## config.mk

```make
export PLATFORM = sky130hd
export DESIGN_NAME = fbpa_queue
export DESIGN_NICKNAME = d
export VERILOG_FILES = /design/src/rtl/fbpa_pkg.sv /design/src/rtl/fbpa_queue.sv
export SDC_FILE = /design/constraint.sdc
export NUM_CORES = 1
export LEC_CHECK = 0
export BUFFER_PORTS_ARGS = -buffer_cell sky130_fd_sc_hd__buf_2
export CORE_ASPECT_RATIO = 0.6
export CORE_MARGIN = 4
export CORE_UTILIZATION = 39
export CTS_CLUSTER_DIAMETER = 30
export DETAILED_ROUTE_END_ITERATION = 8
export PLACE_DENSITY_LB_ADDON = 0.05
export RECOVER_POWER = 50
export SKIP_CTS_REPAIR_TIMING = 1
export SLEW_MARGIN = 20
export SYNTH_ARGS = -nofsm -noshare
export SYNTH_HDL_FRONTEND = slang
export SYNTH_SLANG_ARGS = --single-unit
export TNS_END_PERCENT = 5
```

## constraint.sdc

```tcl
create_clock -name i_clk -period 3.3 [get_ports i_clk]
set_input_delay 0.66 -clock i_clk [delete_from_list [all_inputs] [get_ports i_clk]]
set_output_delay 0.66 -clock i_clk [all_outputs]
set_load 0.01 [all_outputs]
```

## src/rtl/fbpa_pkg.sv

```systemverilog
`timescale 1ns / 1ps
// ----------------------------------------------------------------------------
// fbpa_pkg
// Shared types, codes and helpers of the block pool allocator.
// ----------------------------------------------------------------------------
package fbpa_pkg;

    localparam int CW  = 11;
    localparam int BSW = 17;
    localparam int AW  = 32;

    localparam logic [1:0] OP_ALLOC = 2'd0;
    localparam logic [1:0] OP_FREE  = 2'd1;
    localparam logic [1:0] OP_CLEAR = 2'd2;
    localparam logic [1:0] OP_STATS = 2'd3;

    localparam logic [2:0] ST_OK        = 3'd0;
    localparam logic [2:0] ST_EXHAUSTED = 3'd1;
    localparam logic [2:0] ST_NOT_POOL  = 3'd2;
    localparam logic [2:0] ST_NULL      = 3'd3;
    localparam logic [2:0] ST_OVERFREE  = 3'd4;

    localparam logic [1:0] REG_POOL_BASE   = 2'd0;
    localparam logic [1:0] REG_BLOCK_SIZE  = 2'd1;
    localparam logic [1:0] REG_POOL_BLOCKS = 2'd2;

    localparam logic [AW-1:0]  POOL_BASE_RST   = 32'd4096;
    localparam logic [BSW-1:0] BLOCK_SIZE_RST  = 17'd8;
    localparam logic [CW-1:0]  POOL_BLOCKS_RST = 11'd1024;

    typedef enum logic [1:0] {
        F_IDLE,
        F_CALC,
        F_CLS
    } t_fstate;

    typedef enum logic [2:0] {
        B_IDLE,
        B_READ,
        B_DIV,
        B_FIN
    } t_bstate;

    typedef struct packed {
        logic [1:0]    op;
        logic [2:0]    status;
        logic [AW-1:0] off;
    } t_cmd;

    function automatic logic [CW-1:0] eff_blocks(input logic [CW-1:0] pb,
                                                 input logic [BSW-1:0] maxb);
        logic [CW-1:0] res;
        if (pb == '0) begin
            res = 11'd1;
        end else if ({6'd0, pb} > maxb) begin
            res = maxb[CW-1:0];
        end else begin
            res = pb;
        end
        return res;
    endfunction

    function automatic logic [BSW-1:0] eff_size(input logic [BSW-1:0] bs);
        return (bs < 17'd8) ? 17'd8 : bs;
    endfunction

    function automatic logic [CW-1:0] used_of(input logic [CW-1:0] ft,
                                              input logic [CW-1:0] nb);
        return (ft >= nb) ? '0 : nb - ft;
    endfunction

endpackage

```

## src/rtl/fbpa_queue.sv

```systemverilog
`timescale 1ns / 1ps
// ----------------------------------------------------------------------------
// fbpa_queue
// Two entry command queue between front and back.
// ----------------------------------------------------------------------------
module fbpa_queue (
    input  logic           i_clk,
    input  logic           i_rst_n,
    input  logic           i_push,
    input  fbpa_pkg::t_cmd i_cmd,
    input  logic           i_pop,
    output logic           o_valid,
    output logic           o_full,
    output fbpa_pkg::t_cmd o_cmd
);

    fbpa_pkg::t_cmd r_mem [2];
    logic           r_wp, r_rp;
    logic [1:0]     r_cnt;
    logic           do_push, do_pop;

    assign o_valid = r_cnt != 2'd0;
    assign o_full  = r_cnt == 2'd2;
    assign o_cmd   = r_mem[r_rp];
    assign do_push = i_push && !o_full;
    assign do_pop  = i_pop && o_valid;

    always_ff @(posedge i_clk) begin
        if (!i_rst_n) begin
            r_wp  <= 1'b0;
            r_rp  <= 1'b0;
            r_cnt <= 2'd0;
        end else begin
            if (do_push) r_wp <= !r_wp;
            if (do_pop)  r_rp <= !r_rp;
            r_cnt <= r_cnt + 2'(do_push) - 2'(do_pop);
        end
    end

    always_ff @(posedge i_clk) begin
        if (do_push) r_mem[r_wp] <= i_cmd;
    end

endmodule

```

==> out/summary.txt, run 1 <==
Commonest non-fill, non-tap cell in the layout: edfxtp_1
Leakage: 1.45 nW
DRT met1 WL: 2030 um
Routability Congestion: 0.768
Max H-tree Level: 3
Setup crit start kind: flip-flop
Final wirelength: 5150 um
Clock sink count: 79
Met2 wire length: 2560 um
Cells along the critical path: nand2b_1, nand2_1, nor2_1, buf_4
Global-route wire length before repair: 8190 um
DRC: 0
Tcrit/Tclk final: 78.7%
Num CTS Buffers: 9
Diode count: 0
Mean Syn Cell Area: 21.7 sq um
Library cells used by synthesis: 18
Mapped Area: 3060 sq um
Placement Setup Slack: 1.06 ns
Status: complete, but fails checks
Syn Inst Count: 141
Worst vdd ir: 371 uV
CP Capture Type: flip-flop
FF+latch count, synth: 79
Layout area overhead: 23.1%
I/O pins: 80
Drt pass-1 iters: 6
Core Region: 7450 sq um
Initial core utilization: 41.0%
Gate power share: 24.3%
Worst Path Arrival: 2.60 ns
Tot GR Track Use: 11.9%
Die area: 9360 sq um
Commonest non-fill, non-tap cells in the layout: edfxtp_1 (74), buf_2 (59), mux2_4 (30)
CTS tree: built
Crit-path max FO: 20
Post-DR vias/cell: 4.43
PnR worst setup slack: 0.703 ns
Rows: 24
CTS max path bufs: 2
Vias: 1502
Sw Pwr: 0.736 mW
Hold depth: 2
Slowest cell on crit path: nor2_1
Max_cap viols: 1
Pins Over Slew Limit: 1
RSZ-0062 raised after global routing: no
Kind of critical path: flip-flop to flip-flop
Slowest stage delay, CP: 1.13 ns
Share of cells above drive strength 1: 47.2%
Hold Vio Cnt, Final: 0
Post-synthesis sequential area ratio: 76.0%
Syn. warnings: 0
Worst slew margin: -0.280%
CTS clk-pin slew, worst paths: 0.05 ns
Internal Power: 2.14 mW
Vias in the first global route: 1627
Power Dens Cells: 765 nW/um^2
Syn Nets: 184
Sequential share of power: 46.8%
Grt ovf: 0
Setup-failing EPs final: 0
Failing checks: capacitance limit, slew limit
Skew final: 0.00424 ns
Minimum clock period: 2.60 ns
Fmax: 0.385 GHz
Hpwl dp: 3620 um
Met3 wire length: 484 um
Nets: 273
Worst-Margin Slew: 1.50 ns
Clock power share: 28.9%
Die width: 122 um
Largest net degree at the start of global routing: 38
Clk_lat worst skew: 0.33 ns
Die H: 76.6 um
DRT iter0 DRCs: 63
Top layer reached by signal wires: met4
Worst EP required: 3.30 ns
Root Driver: clkbuf_16
Initial antenna violation count: 0
Port buffer count: 79
Cell count of the worst reg-to-reg path: 4
Detailed-route wire length per cell: 15.2 um
Antenna Nets Post-Route: 0
Hold Path Class: flip-flop to flip-flop
Setup_tns: 0 ns
Sw frac: 25.6%
-- worst max-delay path, delay by kind of cell (launching register included) --
kind                   cells  cell delay, ns
AND/OR/NAND/NOR            3            1.42
flip-flops                 1            0.36
buffers and inverters      1            0.47
-- state kept, by name, summed over array words and instances, names as in the netlist, named ones only --
register and count:
r_cnt 2, r_mem 74, r_rp 1, r_wp 1
-- per-layer routing --
layer  vias up  global-route usage [%]
li1        722                       -
met3         8                    7.05
met2        53                    19.5
met5         -                       0
met1       719                    12.5
met4         0                    4.69
-- cell families after synthesis --
group / after synthesis / share of synthesized area (%)
fa+ha+maj: 2 / 0.819
mux: 38 / 17.6
xor+xnor: 3 / 0.860
compound gates: 1 / 0.246
flops: 79 / 76.0
buf+inv: 7 / 2.70
simple gates: 11 / 1.76
-- area by class of cell --
cell class              instances  area, sq um
clock buffers                  14          244
inverters                       3         11.3
flip-flops and latches         79         2320
repair buffers                 82          393
multi-input cells              55          653
clock inverters                 2         7.51
well taps                     104          130
fillers                       657         3680
-- final timing paths --
kind	startpoint	endpoint	slack (ns)
max	r_cnt[0]	r_mem[0][33]	0.70
min	r_wp	r_wp	0.49
max reg2reg	r_cnt[0]	r_mem[0][33]	0.70
min reg2reg	r_wp	r_wp	0.49
-- synth_stat cells --
library cell	n	share of area [%]
edfxtp_1	74	73
mux2_4	30	15
mux2_2	7	2.6
dfxtp_1	5	3.3
nor2_1	4	0.49
buf_12	3	2.0
inv_1	3	0.37
ha_1	2	0.82
nand2_1	2	0.25
nand2b_1	2	0.41
xnor2_1	2	0.57
and2_1	1	0.20
and3_1	1	0.20
buf_6	1	0.37
mux2i_1	1	0.33
o21a_1	1	0.25
or2_2	1	0.20
xor2_1	1	0.29
-- power by group through the flow --
| stage | Clock (mW) | Combinational, mW | Sequential [mW] |
|---|---|---|---|
| finish | 0.834 | 0.699 | 1.35 |
| global route | 0.914 | 0.760 | 1.37 |
| CTS | 0.866 | 0.724 | 1.35 |
| detailed placement | 0 | 0.720 | 1.37 |
| global placement | 0 | 0.707 | 1.36 |
| floorplan | 0 | 0.562 | 1.32 |
-- per-stage QoR --
step                util [%]  hold WS [ns]  total power [mW]  instance area [sq um]  cells
floorplan                  -         0.455              1.88                   3060    141
global placement        47.6         0.496              2.07                   3540    323
detailed placement      47.6         0.515              2.09                   3540    323
global route            50.5         0.501              3.04                   3760    339
finish                  50.5         0.492              2.88                   3760    339
CTS                     51.0         0.499              2.94                   3790    339
Power figures use the tool's default switching activity.
==> inputs of run 2 (changes only) <==
==> constraint.sdc (replaced) <==
create_clock -name i_clk -period 2.69 [get_ports i_clk]
set_input_delay 0.538 -clock i_clk [delete_from_list [all_inputs] [get_ports i_clk]]
set_output_delay 0.538 -clock i_clk [all_outputs]
set_load 0.01 [all_outputs]
==> run 2 against run 1 <==
Effect of this change: the flow now finishes without violations; critical path depth shrank 1; first-iteration DRC count shrank 3.2%; final cell count is the same; final area grew 1.8%; clock-buffer cell count shrank 3; register-to-register slack gained 0.11 ns; largest power group unchanged.
==> out/summary.txt, run 2 (same netlist as run 1, synthesis figures left out) <==
Hold Vio Cnt, Final: 0 (unchanged)
Slowest cell on crit path: dfxtp_2
Initial antenna violation count: 0 (unchanged)
Initial core utilization: 41.0% (unchanged)
Pwr Total: 3.68 mW (+28%)
Layout area overhead: 25.3%
Worst hold slack: 0.395 ns (-0.0973 ns)
Cell Count, Final, Fillers Out: 339 (unchanged)
Skew final: 0.00415 ns (-0.0000903 ns)
Reg2reg start: r_cnt[0]
Kind of critical path: flip-flop to output port
Hold EP: r_mem[1][11]
Die area: 9360 sq um (unchanged)
Hold Path Class: input port to flip-flop
Grt ovf: 0 (unchanged)
Rows: 24 (unchanged)
PnR worst setup slack: 0.505 ns (-0.198 ns)
Die H: 76.6 um (unchanged)
Most flops, register: r_mem
Inst Count DP: 323 (unchanged)
Routability Congestion: 0.719 (-6.4%)
Tot GR Track Use: 12.6% (+0.73 points)
DRT iter0 DRCs: 61 (-3.2%)
Fillers: 661 (+0.61%)
Max H-tree Level: 3 (unchanged)
Core Region: 7450 sq um (unchanged)
Nets: 273 (unchanged)
RSZ-0062 raised after global routing: no
Leakage: 1.47 nW (+1.5%)
I/O pins: 80 (unchanged)
Cell count of the worst reg-to-reg path: 3 (-1)
Worst EP required: 2.15 ns (-1.15 ns)
Slowest stage delay, CP: 0.50 ns (-0.63 ns)
Tcrit/Tclk final: 81.2%
Placement Setup Slack: 0.844 ns (-0.217 ns)
Setup crit start kind: flip-flop
Port buffer count: 79 (unchanged)
Max FFs per register: 74 (unchanged)
Worst slew margin: 37.0% (+37 points)
Final wirelength: 5420 um (+5.3%)
Vias in the first global route: 1726 (+6.1%)
Worst-Margin Slew: 0.945 ns (-0.553 ns)
Hold depth: 1 (-1)
Power Dens Cells: 962 nW/um^2 (+26%)
Worst vdd ir: 414 uV (+11%)
Diode count: 0 (unchanged)
Status: complete, no violations
Top flop regs: r_mem: 74 flops, r_cnt: 2 flops
CTS clk-pin slew, worst paths: 0.06 ns (about the same)
Flop-to-flop setup slack: 0.81 ns (+0.11 ns)
Min-delay src: i_cmd[11]
Clk_lat worst skew: 0.33 ns (about the same)
CTS max path bufs: 2 (unchanged)
Crit-path max FO: 29 (+45%)
Worst Path Arrival: 1.65 ns (-0.95 ns)
Cells along the critical path: buf_12, mux2_2, buf_2
Hpwl dp: 3790 um (+4.8%)
Worst r2r dst: r_mem[1][30]
Fmax: 0.458 GHz
Die width: 122 um (unchanged)
Global-route wire length before repair: 8670 um (+5.9%)
Num CTS Buffers: 9 (unchanged)
Largest net degree at the start of global routing: 30 (-21%)
Max_cap viols: 0 (-1)
Antenna Nets Post-Route: 0 (unchanged)
Detailed-route wire length per cell: 16.0 um (+5.3%)
Drt pass-1 iters: 4 (-2)
Post-DR vias/cell: 4.46 (+0.60%)
CP Capture Type: output port
Setup-failing EPs final: 0 (unchanged)
Vias: 1511 (+0.60%)
Root Driver: clkbuf_16
Pins Over Slew Limit: 0 (-1)
Share of cells above drive strength 1: 47.2% (unchanged)
Setup_tns: 0 ns (unchanged)
DRC: 0 (unchanged)
Minimum clock period: 2.19 ns
Commonest non-fill, non-tap cell in the layout: edfxtp_1
Commonest non-fill, non-tap cells in the layout: edfxtp_1 (74), buf_2 (55), mux2_4 (30)
Clock sink count: 79 (unchanged)
CTS tree: built
[run 2: changes by cell type in the layout (fill, tap and decap cells not counted)]
cell and change:
buf_4 -3, nor2_1 -1, bufinv_16 +1, buf_2 -4
clkbuf_1 +1, clkinv_2 +3, and3_1 +1, clkinv_1 -1
and3_2 -1, nor2_4 +1, buf_12 +3
[run 2: worst max path at each step]
stage | startpoint | end | slack (ns)
after floorplan | i_push | r_mem[0][0] | 0.07
after global placement | i_push | r_mem[0][29] | 0.88
after detailed placement | flip-flop | o_cmd[36] | 0.84
after CTS | flip-flop | o_cmd[36] | 0.48
after global routing | flip-flop | o_cmd[36] | 0.43
final | flip-flop | o_cmd[36] | 0.50
[run 2: power by group]
group	leakage [nW]	switching [mW]	internal (mW)
clock	0.141	0.422	0.709
combinational	0.598	0.448	0.483
sequential	0.733	0.0724	1.55
total	1.47	0.943	2.74
[run 2: metrics by stage]
stage / util [%] / area (sq um)
final: 51.4 / 3830
after global routing: 51.4 / 3830
after CTS: 51.9 / 3860
after detailed placement: 48.1 / 3580
after global placement: 48.1 / 3580
after floorplan: - / 3060
[run 2: critical path: cells and delay by family (launching register included)]
kind,cells,cell delay [ns]
buf+inv,2,0.43
mux,1,0.37
flops,1,0.50
[run 2: metal layers]
layer,part of all wire (%),track usage (%),wire length [um]
met1,44,15.3,2360
met2,47,18.8,2520
met3,8.2,6.60,442
met4,1.7,5.36,93
met5,0,0,0
[run 2: area by class of cell]
type,count,area [sq um],area share [%]
sequential,79,2320,60.6
multi-input combinational,55,659,17.2
timing repair buffer,82,425,11.1
clock buffer,11,233,6.07
tap,104,130,3.40
clock inverter,5,48.8,1.27
inverter,3,11.3,0.294
