$ cat config.mk
export PLATFORM = sky130hd
export DESIGN_NAME = fbpa_front
export DESIGN_NICKNAME = d
export VERILOG_FILES = /design/src/rtl/fbpa_pkg.sv /design/src/rtl/fbpa_front.sv
export SDC_FILE = /design/constraint.sdc
export NUM_CORES = 1
export LEC_CHECK = 0
export ABC_AREA = 0
export BUFFER_PORTS_ARGS = -buffer_cell sky130_fd_sc_hd__buf_2
export CORE_AREA = 4 4 145 147
export DETAILED_ROUTE_END_ITERATION = 12
export DIE_AREA = 0 0 149 151
export GPL_ROUTABILITY_DRIVEN = 0
export GPL_TIMING_DRIVEN = 0
export HOLD_SLACK_MARGIN = 0.03
export PLACE_DENSITY = 0.81
export SLEW_MARGIN = 20
export SYNTH_ARGS = -nofsm -noshare
export SYNTH_HDL_FRONTEND = slang
export SYNTH_SLANG_ARGS = --single-unit
$ cat constraint.sdc
create_clock -name i_clk -period 8.5 [get_ports i_clk]
set_clock_uncertainty 0.15 [all_clocks]
set_input_delay 1.275 -clock i_clk [delete_from_list [all_inputs] [get_ports i_clk]]
set_output_delay 1.275 -clock i_clk [all_outputs]
set_load 0.05 [all_outputs]
$ cat src/rtl/fbpa_pkg.sv
`timescale 1ns / 1ps
// ----------------------------------------------------------------------------
// fbpa_pkg
// Shared types, codes and helpers of the block pool allocator.
// ----------------------------------------------------------------------------
package fbpa_pkg;

    localparam int CW  = 11;
    localparam int BSW = 17;
    localparam int AW  = 32;

    localparam logic [1:0] OP_ALLOC = 2'd0;
    localparam logic [1:0] OP_FREE  = 2'd1;
    localparam logic [1:0] OP_CLEAR = 2'd2;
    localparam logic [1:0] OP_STATS = 2'd3;

    localparam logic [2:0] ST_OK        = 3'd0;
    localparam logic [2:0] ST_EXHAUSTED = 3'd1;
    localparam logic [2:0] ST_NOT_POOL  = 3'd2;
    localparam logic [2:0] ST_NULL      = 3'd3;
    localparam logic [2:0] ST_OVERFREE  = 3'd4;

    localparam logic [1:0] REG_POOL_BASE   = 2'd0;
    localparam logic [1:0] REG_BLOCK_SIZE  = 2'd1;
    localparam logic [1:0] REG_POOL_BLOCKS = 2'd2;

    localparam logic [AW-1:0]  POOL_BASE_RST   = 32'd4096;
    localparam logic [BSW-1:0] BLOCK_SIZE_RST  = 17'd8;
    localparam logic [CW-1:0]  POOL_BLOCKS_RST = 11'd1024;

    typedef enum logic [1:0] {
        F_IDLE,
        F_CALC,
        F_CLS
    } t_fstate;

    typedef enum logic [2:0] {
        B_IDLE,
        B_READ,
        B_DIV,
        B_FIN
    } t_bstate;

    typedef struct packed {
        logic [1:0]    op;
        logic [2:0]    status;
        logic [AW-1:0] off;
    } t_cmd;

    function automatic logic [CW-1:0] eff_blocks(input logic [CW-1:0] pb,
                                                 input logic [BSW-1:0] maxb);
        logic [CW-1:0] res;
        if (pb == '0) begin
            res = 11'd1;
        end else if ({6'd0, pb} > maxb) begin
            res = maxb[CW-1:0];
        end else begin
            res = pb;
        end
        return res;
    endfunction

    function automatic logic [BSW-1:0] eff_size(input logic [BSW-1:0] bs);
        return (bs < 17'd8) ? 17'd8 : bs;
    endfunction

    function automatic logic [CW-1:0] used_of(input logic [CW-1:0] ft,
                                              input logic [CW-1:0] nb);
        return (ft >= nb) ? '0 : nb - ft;
    endfunction

endpackage

$ cat src/rtl/fbpa_front.sv
`timescale 1ns / 1ps
// ----------------------------------------------------------------------------
// fbpa_front
// Takes a request, works out offset and pool span, classifies frees.
// ----------------------------------------------------------------------------
module fbpa_front (
    input  logic                     i_clk,
    input  logic                     i_rst_n,
    input  logic                     i_accept,
    input  logic [1:0]               i_op,
    input  logic [fbpa_pkg::AW-1:0]  i_address,
    input  logic [fbpa_pkg::AW-1:0]  i_pool_base,
    input  logic [fbpa_pkg::BSW-1:0] i_bsize,
    input  logic [fbpa_pkg::CW-1:0]  i_nblocks,
    input  logic                     i_q_full,
    output logic                     o_push,
    output fbpa_pkg::t_cmd           o_cmd
);

    localparam int LW = fbpa_pkg::BSW + fbpa_pkg::CW;

    fbpa_pkg::t_fstate r_state, n_state;
    logic [1:0]              r_op;
    logic [fbpa_pkg::AW-1:0] r_addr;
    logic [fbpa_pkg::AW-1:0] r_off;
    logic [LW-1:0]           r_lim;
    logic                    r_below;
    logic                    r_null;

    always_ff @(posedge i_clk) begin
        if (!i_rst_n) begin
            r_state <= fbpa_pkg::F_IDLE;
        end else begin
            r_state <= n_state;
        end
    end

    always_ff @(posedge i_clk) begin
        if (i_accept) begin
            r_op   <= i_op;
            r_addr <= i_address;
        end
        if (r_state == fbpa_pkg::F_CALC) begin
            r_off   <= r_addr - i_pool_base;
            r_lim   <= LW'(i_bsize) * LW'(i_nblocks);
            r_below <= r_addr < i_pool_base;
            r_null  <= r_addr == '0;
        end
    end

    always_comb begin
        n_state      = r_state;
        o_push       = 1'b0;
        o_cmd.op     = r_op;
        o_cmd.off    = r_off;
        o_cmd.status = fbpa_pkg::ST_OK;
        if (r_op == fbpa_pkg::OP_FREE) begin
            if (r_null) begin
                o_cmd.status = fbpa_pkg::ST_NULL;
            end else if (r_below || ({1'b0, r_off} >= 33'(r_lim))) begin
                o_cmd.status = fbpa_pkg::ST_NOT_POOL;
            end
        end
        case (r_state)
            fbpa_pkg::F_IDLE: begin
                if (i_accept) n_state = fbpa_pkg::F_CALC;
            end
            fbpa_pkg::F_CALC: begin
                n_state = fbpa_pkg::F_CLS;
            end
            fbpa_pkg::F_CLS: begin
                if (!i_q_full) begin
                    o_push  = 1'b1;
                    n_state = fbpa_pkg::F_IDLE;
                end
            end
            default: n_state = fbpa_pkg::F_IDLE;
        endcase
    end

endmodule

==> results of run 1 <==
-- report_power, final --
group,leakage (nW),total [mW],internal (mW),switching [mW]
Combinational,5.42,2.59,1.09,1.50
Sequential,0.924,0.771,0.740,0.0310
Clock,0.149,0.423,0.233,0.189
-- routing by layer --
layer	part of all wire [%]	vias to the layer above	GRT usage, %
li1	-	4379	-
met1	41	4564	31.9
met2	51	270	42.4
met3	6.3	48	4.49
met4	2.0	0	5.45
met5	0	-	0
-- through the flow --
step / cell area, um^2 / hold WS, ps / util (%) / setup WS [ps] / std cells
after floorplan: 11800 / 273 / - / 2200 / 1246
after global placement: 12800 / 288 / 64.4 / 1430 / 1649
after detailed placement: 12900 / 313 / 64.7 / 1300 / 1651
after CTS: 13200 / 330 / 66.3 / 1670 / 1667
after global routing: 13200 / 363 / 66.3 / 1330 / 1667
final: 13200 / 324 / 66.3 / 1580 / 1667
-- cell families after synthesis --
kind of cell               count (synthesis)
xor gates and xnor gates                  49
other                                      1
muxes                                      1
adders and majority gates                261
AOI/OAI and AO/OA                        201
and+or+nand+nor                          351
buffers and inverters                    284
DFF                                       98
-- state kept, by name, indices dropped and copies added (netlist names) --
register  count
r_null        1
r_off        32
r_op          2
r_addr       32
r_state       2
r_lim        28
r_below       1
-- area by class of cell --
type,instances,area share (%)
flip-flops and latches,98,22.2
plain buffers,42,1.38
repair buffers,135,5.46
well taps,270,2.56
clock inverters,7,0.635
multi-input cells,864,59.2
clock buffers,9,1.71
inverters,242,6.89
-- cell usage after synthesis (10+ instances only) --
| master | n | area share [%] |
|---|---|---|
| inv_1 | 242 | 7.7 |
| nand2_1 | 148 | 4.7 |
| fa_1 | 135 | 23 |
| ha_1 | 126 | 13 |
| edfxtp_1 | 96 | 24 |
| and2_1 | 80 | 4.2 |
| a21oi_1 | 59 | 2.5 |
| clkbuf_1 | 35 | 1.1 |
| nor2_1 | 35 | 1.1 |
| o21ai_0 | 33 | 1.4 |
| xnor2_1 | 33 | 2.4 |
| a21o_1 | 29 | 1.8 |
| xor2_1 | 16 | 1.2 |
| nand3_1 | 15 | 0.64 |
| nand4_1 | 14 | 0.74 |
| nor4_1 | 13 | 0.69 |
| o21a_1 | 11 | 0.70 |
| o21bai_1 | 10 | 0.64 |
-- worst paths after layout --
check,startpoint,end,slack (ps)
setup / recovery,i_nblocks[4],r_lim[25],1580
hold / removal,r_state[0],r_state[0],320
setup reg to reg,r_addr[1],r_off[29],5620
hold reg to reg,r_state[0],r_state[0],320
-- critical path, delay by kind of cell --
family | cells | cell delay [ps]
AO/OA/AOI/OAI | 5 | 1400
buffers and inverters | 5 | 1000
XOR/XNOR | 1 | 160
adder cells (fa/ha/maj) | 6 | 2860
AND/OR/NAND/NOR | 1 | 140
==> run_summary.xml, run 1 <==
<?xml version="1.0" encoding="UTF-8"?>
<metrics>
  <group name="routing">
    <metric name="detailroute.via_count" unit="">9261</metric>
    <metric name="drt_first_pass_iters" unit="">5</metric>
    <metric name="drcViolationCount" unit="">0</metric>
    <metric name="drt_iter0_drc" unit="">529</metric>
    <metric name="post_drt_wl_per_cell" unit="um">15.8</metric>
    <metric name="route.antenna.remaining_nets" unit="">0</metric>
    <metric name="wirelength" unit="mm">26.4</metric>
    <metric name="vias_per_cell" unit="">5.56</metric>
  </group>
  <group name="finish">
    <metric name="final_common_cell" unit="">inv_1</metric>
    <metric name="net_count_reported_at_finish" unit="">1751</metric>
    <metric name="ff_latch_area" unit="um^2">2920</metric>
    <metric name="multiInputGateArea" unit="um^2">7810</metric>
    <metric name="nFillCells" unit="">1614</metric>
    <metric name="antenna_cells" unit="">0</metric>
    <metric name="syn2layout_area_growth" unit="%">11.6</metric>
    <metric name="post_route_cells_drive_above_1_share" unit="%">12.4</metric>
    <metric name="most-common-layout-cells" unit="">inv_1, nand2_1, buf_2</metric>
  </group>
  <group name="global_routing">
    <metric name="wire_length_of_the_first_global_routing_pass" unit="mm">44.0</metric>
    <metric name="grt_start_max_net_pins" unit="">36</metric>
    <metric name="grt_total_usage" unit="%">24.3</metric>
    <metric name="grt_overflow_total" unit="">0</metric>
    <metric name="antenna_violations_before_repair" unit="">0</metric>
    <metric name="grt_pass1_vias" unit="">9394</metric>
  </group>
  <group name="worst_setup_path">
    <metric name="crit_path_capture_type" unit="">register</metric>
    <metric name="cp_common_cell" unit="">fa_1</metric>
    <metric name="worstPathMaxFanout" unit="">10</metric>
    <metric name="worst_setup_path_start_kind" unit="">input pin</metric>
    <metric name="criticalPathCategory" unit="">in -&gt; reg</metric>
    <metric name="crit_path_top_delay_cell" unit="">fa_1</metric>
    <metric name="worst_path_largest_cell_delay" unit="ps">560</metric>
    <metric name="crit_path_cell_trace" unit="">clkbuf_1 &gt; clkbuf_1 &gt; nand2_1 &gt; fa_1 &gt; inv_1 &gt; fa_1 &gt; inv_1 &gt; fa_1 &gt; fa_1 &gt; fa_1 &gt; inv_1 &gt; ha_1 &gt; a21oi_1 &gt; o21ai_0 &gt; o21a_1 &gt; a221oi_2 &gt; o311ai_1 &gt; xor2_1</metric>
    <metric name="data_arrival_at_the_endpoint_of_the_critical_path" unit="ps">6860</metric>
    <metric name="critical_path_required_time" unit="ps">8440</metric>
    <metric name="worstRegToRegCells" unit="">8</metric>
  </group>
  <group name="synth">
    <metric name="edff_count_synth" unit="">96</metric>
    <metric name="synth_compound_area_share" unit="%">11.4</metric>
    <metric name="synth_top_family_by_area" unit="">adder cells</metric>
    <metric name="synth_seq_area_share" unit="%">24.7</metric>
    <metric name="syn_nets" unit="">1605</metric>
    <metric name="mappedNetlistArea" unit="um^2">11800</metric>
    <metric name="yosys_register_bits" unit="">98</metric>
    <metric name="synthDistinctLibCells" unit="">59</metric>
    <metric name="synth_area_in_xor_xnor" unit="%">3.63</metric>
    <metric name="fraction_of_synthesized_area_in_multiplexers" unit="%">0.0847</metric>
    <metric name="asyncSetResetFlopFracSynth" unit="%">0</metric>
    <metric name="synth_flop_cell" unit="">edfxtp_1</metric>
    <metric name="average_instance_area_after_synthesis" unit="um^2">9.48</metric>
    <metric name="synthesis.instances" unit="">1246</metric>
    <metric name="post_synth_fa_ha_maj_area_fraction" unit="%">36.2</metric>
    <metric name="synthSimpleGateAreaFrac" unit="%">14.7</metric>
    <metric name="ys_warn_count" unit="">0</metric>
  </group>
  <group name="min_path">
    <metric name="timing.hold.worst_path_depth" unit="">1</metric>
    <metric name="hold_class" unit="">reg -&gt; reg</metric>
  </group>
  <group name="timing">
    <metric name="setup_repair_after_global_routing_missed_its_margin" unit="">no</metric>
    <metric name="final_min_period_over_clock_period" unit="%">81.4</metric>
    <metric name="slew-limit-headroom" unit="%">49.3</metric>
    <metric name="fin_crit" unit="ps">6920</metric>
    <metric name="worst_pin_slew" unit="ps">760</metric>
    <metric name="finalSetupViolCount" unit="">0</metric>
    <metric name="final.setup.tns" unit="ps">0</metric>
    <metric name="final_max_slew_viol_count" unit="">0</metric>
    <metric name="final_hold_viol_count" unit="">0</metric>
    <metric name="max_freq" unit="MHz">145</metric>
  </group>
  <group name="placement">
    <metric name="portBuffers" unit="">133</metric>
    <metric name="place.detailed.hpwl" unit="mm">21.9</metric>
  </group>
  <group name="floorplanning">
    <metric name="die_y" unit="um">151</metric>
    <metric name="initial_utilization" unit="%">59.4</metric>
    <metric name="io_pins" unit="">136</metric>
    <metric name="design.die.area" unit="um^2">22500</metric>
    <metric name="die-width" unit="um">149</metric>
    <metric name="core_box_area" unit="um^2">19900</metric>
    <metric name="std_cell_rows" unit="">52</metric>
  </group>
  <group name="cts">
    <metric name="tritoncts" unit="">built</metric>
    <metric name="clockBufferDepth" unit="">2</metric>
    <metric name="clock_insertion_delay_worst_skew" unit="ps">350</metric>
    <metric name="cts.clk_slew.worst_paths" unit="ps">70</metric>
    <metric name="cts_resized" unit="">0</metric>
    <metric name="cts_post_setup_buffers_inserted" unit="">0</metric>
    <metric name="tritoncts_num_sinks" unit="">98</metric>
    <metric name="htreeDepth" unit="">3</metric>
    <metric name="cts_root_buf" unit="">clkbuf_16</metric>
    <metric name="hold_buffer_count_at_cts" unit="">0</metric>
    <metric name="cts-buffers-inserted" unit="">9</metric>
  </group>
  <group name="run_status">
    <metric name="outcome" unit="">completed</metric>
  </group>
  <group name="run">
    <metric name="cap_viol_max_count" unit="">0</metric>
  </group>
  <group name="power_and_ir_drop">
    <metric name="design_power_total" unit="mW">3.78</metric>
    <metric name="highest_ir_drop_seen_on_vdd" unit="mV">0.299</metric>
    <metric name="power-per-cell-area" unit="nW/um^2">287</metric>
    <metric name="total_leakage_power" unit="nW">6.49</metric>
  </group>
</metrics>
Power figures use the tool's default switching activity.
==> run 2: changes to the inputs <==
==> constraint.sdc (replaced) <==
create_clock -name i_clk -period 6.4 [get_ports i_clk]
set_clock_uncertainty 0.15 [all_clocks]
set_input_delay 0.96 -clock i_clk [delete_from_list [all_inputs] [get_ports i_clk]]
set_output_delay 0.96 -clock i_clk [all_outputs]
set_load 0.05 [all_outputs]
==> run 2 against run 1 <==
Core utilization is essentially flat. Sequential share of layout area barely moved. Clock power increased by 33%. Largest cell class unchanged. Largest power group unchanged.
==> run_summary.xml, run 2 (synthesis gave the netlist of run 1 again) <==
<?xml version="1.0" encoding="UTF-8"?>
<metrics>
  <group name="run_status">
    <metric name="outcome" unit="">completed</metric>
  </group>
  <group name="routing">
    <metric name="route.antenna.remaining_nets" unit="">0</metric>
    <metric name="drt_first_pass_iters" unit="">7</metric>
    <metric name="post_drt_wl_per_cell" unit="um">15.8</metric>
    <metric name="detailroute.via_count" unit="">9263</metric>
    <metric name="wirelength" unit="mm">26.3</metric>
    <metric name="drcViolationCount" unit="">0</metric>
    <metric name="vias_per_cell" unit="">5.57</metric>
    <metric name="drt_iter0_drc" unit="">567</metric>
  </group>
  <group name="placement">
    <metric name="place.detailed.hpwl" unit="mm">21.9</metric>
    <metric name="portBuffers" unit="">133</metric>
    <metric name="place_area" unit="um^2">12900</metric>
    <metric name="pre_cts_ws" unit="ps">-482</metric>
  </group>
  <group name="floorplanning">
    <metric name="initial_utilization" unit="%">59.4</metric>
    <metric name="core_box_area" unit="um^2">19900</metric>
    <metric name="io_pins" unit="">136</metric>
    <metric name="std_cell_rows" unit="">52</metric>
    <metric name="die_y" unit="um">151</metric>
    <metric name="die-width" unit="um">149</metric>
    <metric name="design.die.area" unit="um^2">22500</metric>
  </group>
  <group name="run">
    <metric name="cap_viol_max_count" unit="">0</metric>
  </group>
  <group name="cts">
    <metric name="htreeDepth" unit="">3</metric>
    <metric name="clockBufferDepth" unit="">2</metric>
    <metric name="tritoncts" unit="">built</metric>
    <metric name="cts_root_buf" unit="">clkbuf_16</metric>
    <metric name="cts-buffers-inserted" unit="">9</metric>
    <metric name="cts.clk_slew.worst_paths" unit="ps">70</metric>
    <metric name="hold_buffer_count_at_cts" unit="">0</metric>
    <metric name="clock_insertion_delay_worst_skew" unit="ps">350</metric>
    <metric name="tritoncts_num_sinks" unit="">98</metric>
    <metric name="cts_post_setup_buffers_inserted" unit="">0</metric>
  </group>
  <group name="power_and_ir_drop">
    <metric name="total_leakage_power" unit="nW">6.51</metric>
    <metric name="highest_ir_drop_seen_on_vdd" unit="mV">0.421</metric>
    <metric name="power-per-cell-area" unit="nW/um^2">384</metric>
  </group>
  <group name="timing">
    <metric name="slew-limit-headroom" unit="%">48.9</metric>
    <metric name="finalSetupViolCount" unit="">0</metric>
    <metric name="worst_pin_slew" unit="ps">767</metric>
    <metric name="max_freq" unit="MHz">162</metric>
    <metric name="fin_crit" unit="ps">6180</metric>
    <metric name="final_hold_viol_count" unit="">0</metric>
    <metric name="final_min_period_over_clock_period" unit="%">96.5</metric>
    <metric name="final_max_slew_viol_count" unit="">0</metric>
    <metric name="timing.final.ws_setup" unit="ps">222</metric>
    <metric name="setup_repair_after_global_routing_missed_its_margin" unit="">no</metric>
  </group>
  <group name="global_routing">
    <metric name="grt_total_usage" unit="%">24.3</metric>
    <metric name="grt_start_max_net_pins" unit="">36</metric>
    <metric name="grt_pass1_vias" unit="">9394</metric>
    <metric name="grt_overflow_total" unit="">0</metric>
    <metric name="wire_length_of_the_first_global_routing_pass" unit="mm">44.0</metric>
    <metric name="antenna_violations_before_repair" unit="">0</metric>
  </group>
  <group name="worst_setup_path">
    <metric name="worstRegToRegCells" unit="">8</metric>
    <metric name="worstPathMaxFanout" unit="">10</metric>
    <metric name="worst_setup_path_start_kind" unit="">input pin</metric>
    <metric name="criticalPathCategory" unit="">in -&gt; reg</metric>
    <metric name="crit_path_capture_type" unit="">register</metric>
    <metric name="r2r_start" unit="">r_addr[1]</metric>
    <metric name="data_arrival_at_the_endpoint_of_the_critical_path" unit="ps">6120</metric>
    <metric name="timing.rr.end" unit="">r_off[29]</metric>
    <metric name="critical_path_required_time" unit="ps">6340</metric>
    <metric name="r2r_setup_slack" unit="ps">3520</metric>
  </group>
  <group name="finish">
    <metric name="finalInstanceArea" unit="um^2">13200</metric>
    <metric name="net_count_reported_at_finish" unit="">1748</metric>
    <metric name="most-common-layout-cells" unit="">inv_1, nand2_1, buf_2</metric>
    <metric name="syn2layout_area_growth" unit="%">11.7</metric>
    <metric name="utilization" unit="%">66.3</metric>
    <metric name="post_route_cells_drive_above_1_share" unit="%">12.9</metric>
    <metric name="antenna_cells" unit="">0</metric>
    <metric name="reg.largest.list" unit="">r_addr (32), r_off (32), r_lim (28)</metric>
    <metric name="nFillCells" unit="">1609</metric>
    <metric name="final_common_cell" unit="">inv_1</metric>
  </group>
  <group name="min_path">
    <metric name="hold_class" unit="">reg -&gt; reg</metric>
    <metric name="timing.hold.worst_path_depth" unit="">1</metric>
    <metric name="timing.hold.worst_endpoint" unit="">r_state[0]</metric>
    <metric name="hp-start" unit="">r_state[0]</metric>
  </group>
</metrics>
-- run 2: final cells by class --
class | count | area, um^2 | area share (%)
clock inverter | 7 | 83.8 | 0.635
tap | 270 | 338 | 2.56
buffer | 39 | 179 | 1.36
clock buffer | 9 | 225 | 1.71
multi-input combinational | 864 | 7820 | 59.3
sequential | 98 | 2920 | 22.1
inverter | 242 | 908 | 6.88
timing repair buffer | 135 | 721 | 5.46
-- run 2: worst max-delay path by stage --
stage	from	endpoint	slack, ps	cells past startpoint
finish	i_nblocks[8]	r_lim[24]	220	18
global route	i_nblocks[3]	r_lim[25]	10	18
CTS	i_nblocks[3]	r_lim[25]	10	18
detailed placement	i_nblocks[4]	r_lim[25]	-480	18
global placement	i_nblocks[4]	r_lim[25]	-360	18
floorplan	i_nblocks[4]	r_lim[25]	410	18
-- run 2: critical path: stages --
cell	delay, ps
buf_2	180
clkbuf_1	430
and2_1	220
fa_1	440
fa_1	560
fa_1	550
fa_1	550
inv_1	60
fa_1	520
inv_1	40
ha_1	430
nand3_1	150
nor2_1	120
a21oi_1	50
a31oi_1	380
nand3_1	190
a31oi_1	200
xor2_1	100
-- run 2: per-stage QoR --
stage / setup TNS [ps] / hold slack [ps] / power (mW) / std cells
floorplan: 0 / 273 / 3.69 / 1246
global placement: -1680 / 288 / 4.33 / 1649
detailed placement: -2930 / 313 / 4.46 / 1651
CTS: 0 / 330 / 5.05 / 1667
global route: 0 / 363 / 5.59 / 1664
finish: 0 / 324 / 5.07 / 1664
-- run 2: timing repair --
item                                   in CTS  in global routing
gates resized for setup                     1                 13
setup endpoints to repair                   2                  9
endpoints found under the hold margin       0                  0
pin swaps                                   0                  0
-- run 2: layer usage --
| metal | global-route usage, % | up-vias | part of all wire (%) |
|---|---|---|---|
| met1 | 31.9 | 4559 | 40 |
| met2 | 42.4 | 291 | 51 |
| met3 | 4.49 | 35 | 6.7 |
| met4 | 5.45 | 0 | 1.7 |
| li1 | - | 4378 | - |
| met5 | 0 | - | 0 |
-- run 2: report_power, final --
group	internal [mW]	switching (mW)	total, mW	leakage, nW
Clock	0.310	0.251	0.561	0.149
Combinational	1.47	2.02	3.48	5.44
Sequential	0.983	0.0410	1.02	0.924
Total	2.76	2.31	5.07	6.51
==> run 3: changes to the inputs <==
--- a/config.mk
+++ b/config.mk
@@ -5,11 +5,11 @@
 export SDC_FILE = /design/constraint.sdc
 export NUM_CORES = 1
 export LEC_CHECK = 0
-export ABC_AREA = 0
+export ABC_AREA = 1
 export BUFFER_PORTS_ARGS = -buffer_cell sky130_fd_sc_hd__buf_2
-export CORE_AREA = 4 4 145 147
+export CORE_AREA = 4 4 147 149
 export DETAILED_ROUTE_END_ITERATION = 12
-export DIE_AREA = 0 0 149 151
+export DIE_AREA = 0 0 151 153
 export GPL_ROUTABILITY_DRIVEN = 0
 export GPL_TIMING_DRIVEN = 0
 export HOLD_SLACK_MARGIN = 0.03
==> run 3 against run 2 <==
Cell area grew 2.3%. Setup slack gained 20 ps. Synthesized area grew 3.1%. Critical path type unchanged. Critical endpoint is now r_lim[23]. Highest routed layer unchanged.
==> run_summary.xml, run 3 <==
<?xml version="1.0" encoding="UTF-8"?>
<metrics>
  <group name="run_status">
    <metric name="outcome" unit="">completed</metric>
  </group>
  <group name="timing">
    <metric name="slew-limit-headroom" unit="%">46.9</metric>
    <metric name="max_freq" unit="MHz">162</metric>
    <metric name="final_hold_viol_count" unit="">0</metric>
    <metric name="finalSetupViolCount" unit="">0</metric>
    <metric name="fin_crit" unit="ps">6160</metric>
    <metric name="final_min_period_over_clock_period" unit="%">96.2</metric>
    <metric name="setup_repair_after_global_routing_missed_its_margin" unit="">no</metric>
    <metric name="timing.hold.ws" unit="ps">274</metric>
    <metric name="final_max_slew_viol_count" unit="">0</metric>
    <metric name="worst_pin_slew" unit="ps">797</metric>
    <metric name="final.setup.tns" unit="ps">0</metric>
  </group>
  <group name="worst_setup_path">
    <metric name="worst_path_largest_cell_delay" unit="ps">560</metric>
    <metric name="data_arrival_at_the_endpoint_of_the_critical_path" unit="ps">6110</metric>
    <metric name="setup.worst_path.start" unit="">i_nblocks[2]</metric>
    <metric name="r2r_start" unit="">r_addr[0]</metric>
    <metric name="criticalPathCategory" unit="">in -&gt; reg</metric>
    <metric name="crit_path_capture_type" unit="">register</metric>
    <metric name="worstPathMaxFanout" unit="">10</metric>
    <metric name="crit_path_top_delay_cell" unit="">fa_1</metric>
    <metric name="worstRegToRegCells" unit="">11</metric>
    <metric name="timing.rr.end" unit="">r_off[30]</metric>
    <metric name="crit_path_cell_trace" unit="">clkbuf_1 &gt; clkbuf_1 &gt; nand2_1 &gt; fa_1 &gt; inv_1 &gt; fa_1 &gt; inv_1 &gt; fa_1 &gt; fa_1 &gt; fa_1 &gt; inv_1 &gt; ha_1 &gt; a21oi_1 &gt; a21boi_0 &gt; nand2_1 &gt; nand2_1 &gt; nand3_1 &gt; xor2_1</metric>
    <metric name="critical_path_required_time" unit="ps">6350</metric>
    <metric name="cp_num_buf_inv" unit="">5</metric>
    <metric name="worst_setup_path_start_kind" unit="">input pin</metric>
    <metric name="r2r_setup_slack" unit="ps">4010</metric>
    <metric name="path_delay_family" unit="">adder cells</metric>
    <metric name="cp_common_cell" unit="">fa_1</metric>
  </group>
  <group name="floorplanning">
    <metric name="die-width" unit="um">151</metric>
    <metric name="die_y" unit="um">153</metric>
    <metric name="core_box_area" unit="um^2">20200</metric>
    <metric name="std_cell_rows" unit="">52</metric>
    <metric name="design.die.area" unit="um^2">23100</metric>
    <metric name="io_pins" unit="">136</metric>
    <metric name="initial_utilization" unit="%">60.4</metric>
  </group>
  <group name="synth">
    <metric name="synth_common_cells" unit="">inv_1, nand2_1, fa_1</metric>
    <metric name="synthDistinctLibCells" unit="">37</metric>
    <metric name="asyncSetResetFlopFracSynth" unit="%">0</metric>
    <metric name="cell_with_the_most_instances_after_synthesis" unit="">inv_1</metric>
    <metric name="average_instance_area_after_synthesis" unit="um^2">8.13</metric>
    <metric name="mappedNetlistArea" unit="um^2">12200</metric>
    <metric name="syn_nets" unit="">1858</metric>
    <metric name="synthesis.instances" unit="">1499</metric>
    <metric name="synth_flop_cell" unit="">edfxtp_1</metric>
    <metric name="synthDominantCellAreaShare" unit="%">23.7</metric>
    <metric name="edff_count_synth" unit="">96</metric>
    <metric name="ys_warn_count" unit="">0</metric>
    <metric name="synth_top_cells_by_area" unit="">edfxtp_1, fa_1, ha_1</metric>
    <metric name="library_cell_with_the_largest_summed_area_after_synthesis" unit="">edfxtp_1</metric>
    <metric name="synth_seq_area_share" unit="%">24.0</metric>
    <metric name="yosys_register_bits" unit="">98</metric>
  </group>
  <group name="cts">
    <metric name="cts-buffers-inserted" unit="">9</metric>
    <metric name="htreeDepth" unit="">3</metric>
    <metric name="tritoncts_num_sinks" unit="">98</metric>
    <metric name="clock_insertion_delay_worst_skew" unit="ps">360</metric>
    <metric name="cts.clk_slew.worst_paths" unit="ps">80</metric>
    <metric name="tritoncts" unit="">built</metric>
    <metric name="clockBufferDepth" unit="">2</metric>
    <metric name="cts_root_buf" unit="">clkbuf_16</metric>
  </group>
  <group name="routing">
    <metric name="post_drt_wl_per_cell" unit="um">15.8</metric>
    <metric name="drcViolationCount" unit="">0</metric>
    <metric name="drt_iter0_drc" unit="">1140</metric>
    <metric name="wirelength" unit="mm">30.3</metric>
    <metric name="detailroute.via_count" unit="">10508</metric>
    <metric name="vias_per_cell" unit="">5.50</metric>
    <metric name="route.antenna.remaining_nets" unit="">0</metric>
    <metric name="drt_first_pass_iters" unit="">6</metric>
  </group>
  <group name="global_routing">
    <metric name="antenna_violations_before_repair" unit="">0</metric>
    <metric name="grt_total_usage" unit="%">26.3</metric>
    <metric name="wire_length_of_the_first_global_routing_pass" unit="mm">48.6</metric>
    <metric name="grt_start_max_net_pins" unit="">36</metric>
    <metric name="grt_pass1_vias" unit="">10112</metric>
    <metric name="grt_overflow_total" unit="">0</metric>
  </group>
  <group name="min_path">
    <metric name="hold_class" unit="">reg -&gt; reg</metric>
    <metric name="timing.hold.worst_endpoint" unit="">r_state[0]</metric>
    <metric name="timing.hold.worst_path_depth" unit="">1</metric>
    <metric name="hp-start" unit="">r_state[0]</metric>
  </group>
  <group name="placement">
    <metric name="place_area" unit="um^2">13200</metric>
    <metric name="portBuffers" unit="">123</metric>
    <metric name="place.detailed.hpwl" unit="mm">25.8</metric>
  </group>
  <group name="finish">
    <metric name="syn2layout_area_growth" unit="%">10.8</metric>
    <metric name="reg.largest.list" unit="">r_addr (32), r_off (32), r_lim (28)</metric>
    <metric name="antenna_cells" unit="">0</metric>
    <metric name="most-common-layout-cells" unit="">inv_1, nand2_1, fa_1</metric>
    <metric name="post_route_cells_drive_above_1_share" unit="%">10.3</metric>
    <metric name="finalInstanceArea" unit="um^2">13500</metric>
    <metric name="net_count_reported_at_finish" unit="">1994</metric>
    <metric name="final_common_cell" unit="">inv_1</metric>
  </group>
  <group name="power_and_ir_drop">
    <metric name="total_leakage_power" unit="nW">7.33</metric>
    <metric name="design_power_total" unit="mW">5.46</metric>
    <metric name="highest_ir_drop_seen_on_vdd" unit="mV">0.327</metric>
    <metric name="power-per-cell-area" unit="nW/um^2">404</metric>
  </group>
  <group name="run">
    <metric name="cap_viol_max_count" unit="">0</metric>
  </group>
</metrics>
## run 3: worst reg2reg max path: cells and delay by family (launching register included)
family,cells,cell delay [ps]
simple gates,7,670
fa+ha+maj,2,640
flops,1,360
compound gates,1,280
buf+inv,1,70
## run 3: cell families (layout without fill, tap and decap cells)
logic type	count (synthesis)	in the layout	share of synthesized area, %
AND/OR/NAND/NOR	523	523	17.6
other	1	1	0.0308
buffers and inverters	410	551	12.7
adder cells (fa/ha/maj)	261	261	35.1
flip-flops	98	98	24.0
AO/OA/AOI/OAI	163	163	7.52
XOR/XNOR	43	43	3.09
## run 3: worst max-delay path by stage
stage                           end  slack [ps]  cells past startpoint
after global routing      r_lim[25]         0.4                     19
after CTS                 r_lim[25]         120                     19
final                     r_lim[23]         240                     18
after detailed placement  r_lim[25]        -240                     19
after floorplan           r_lim[23]         620                     18
after global placement    r_lim[25]        -100                     19
## run 3: where the power goes
group | total, mW | internal, mW | leakage (nW) | switching (mW)
logic | 3.88 | 1.41 | 6.26 | 2.47
clock network | 0.547 | 0.277 | 0.147 | 0.270
registers | 1.03 | 0.987 | 0.925 | 0.0421
## run 3: timing repair
action	in CTS	in global routing
buffers inserted	0	0
hold buffers	0	0
resized for setup	0	14
endpoints found under the setup margin	0	8
## run 3: metal layers
layer	GRT usage [%]	vias up	routed length [um]
li1	-	4903	-
met1	38.1	4951	12500
met2	41.4	580	14000
met3	4.18	74	2950
met4	6.91	0	742
met5	0	-	0
## run 3: per-stage QoR
step	instances	utilization, %	setup slack, ps
final	1910	67.0	242
after global routing	1910	67.0	0.438
after CTS	1910	66.9	116
after detailed placement	1894	65.4	-244
after global placement	1892	65.1	-95.9
after floorplan	1499	-	616
## run 3: layout make-up
type,count,area [um^2]
fillers,1665,6670
repair buffers,125,663
flip-flops and latches,98,2920
well taps,270,338
inverters,370,1390
clock inverters,7,76.3
clock buffers,9,225
plain buffers,40,163
multi-input cells,991,7730
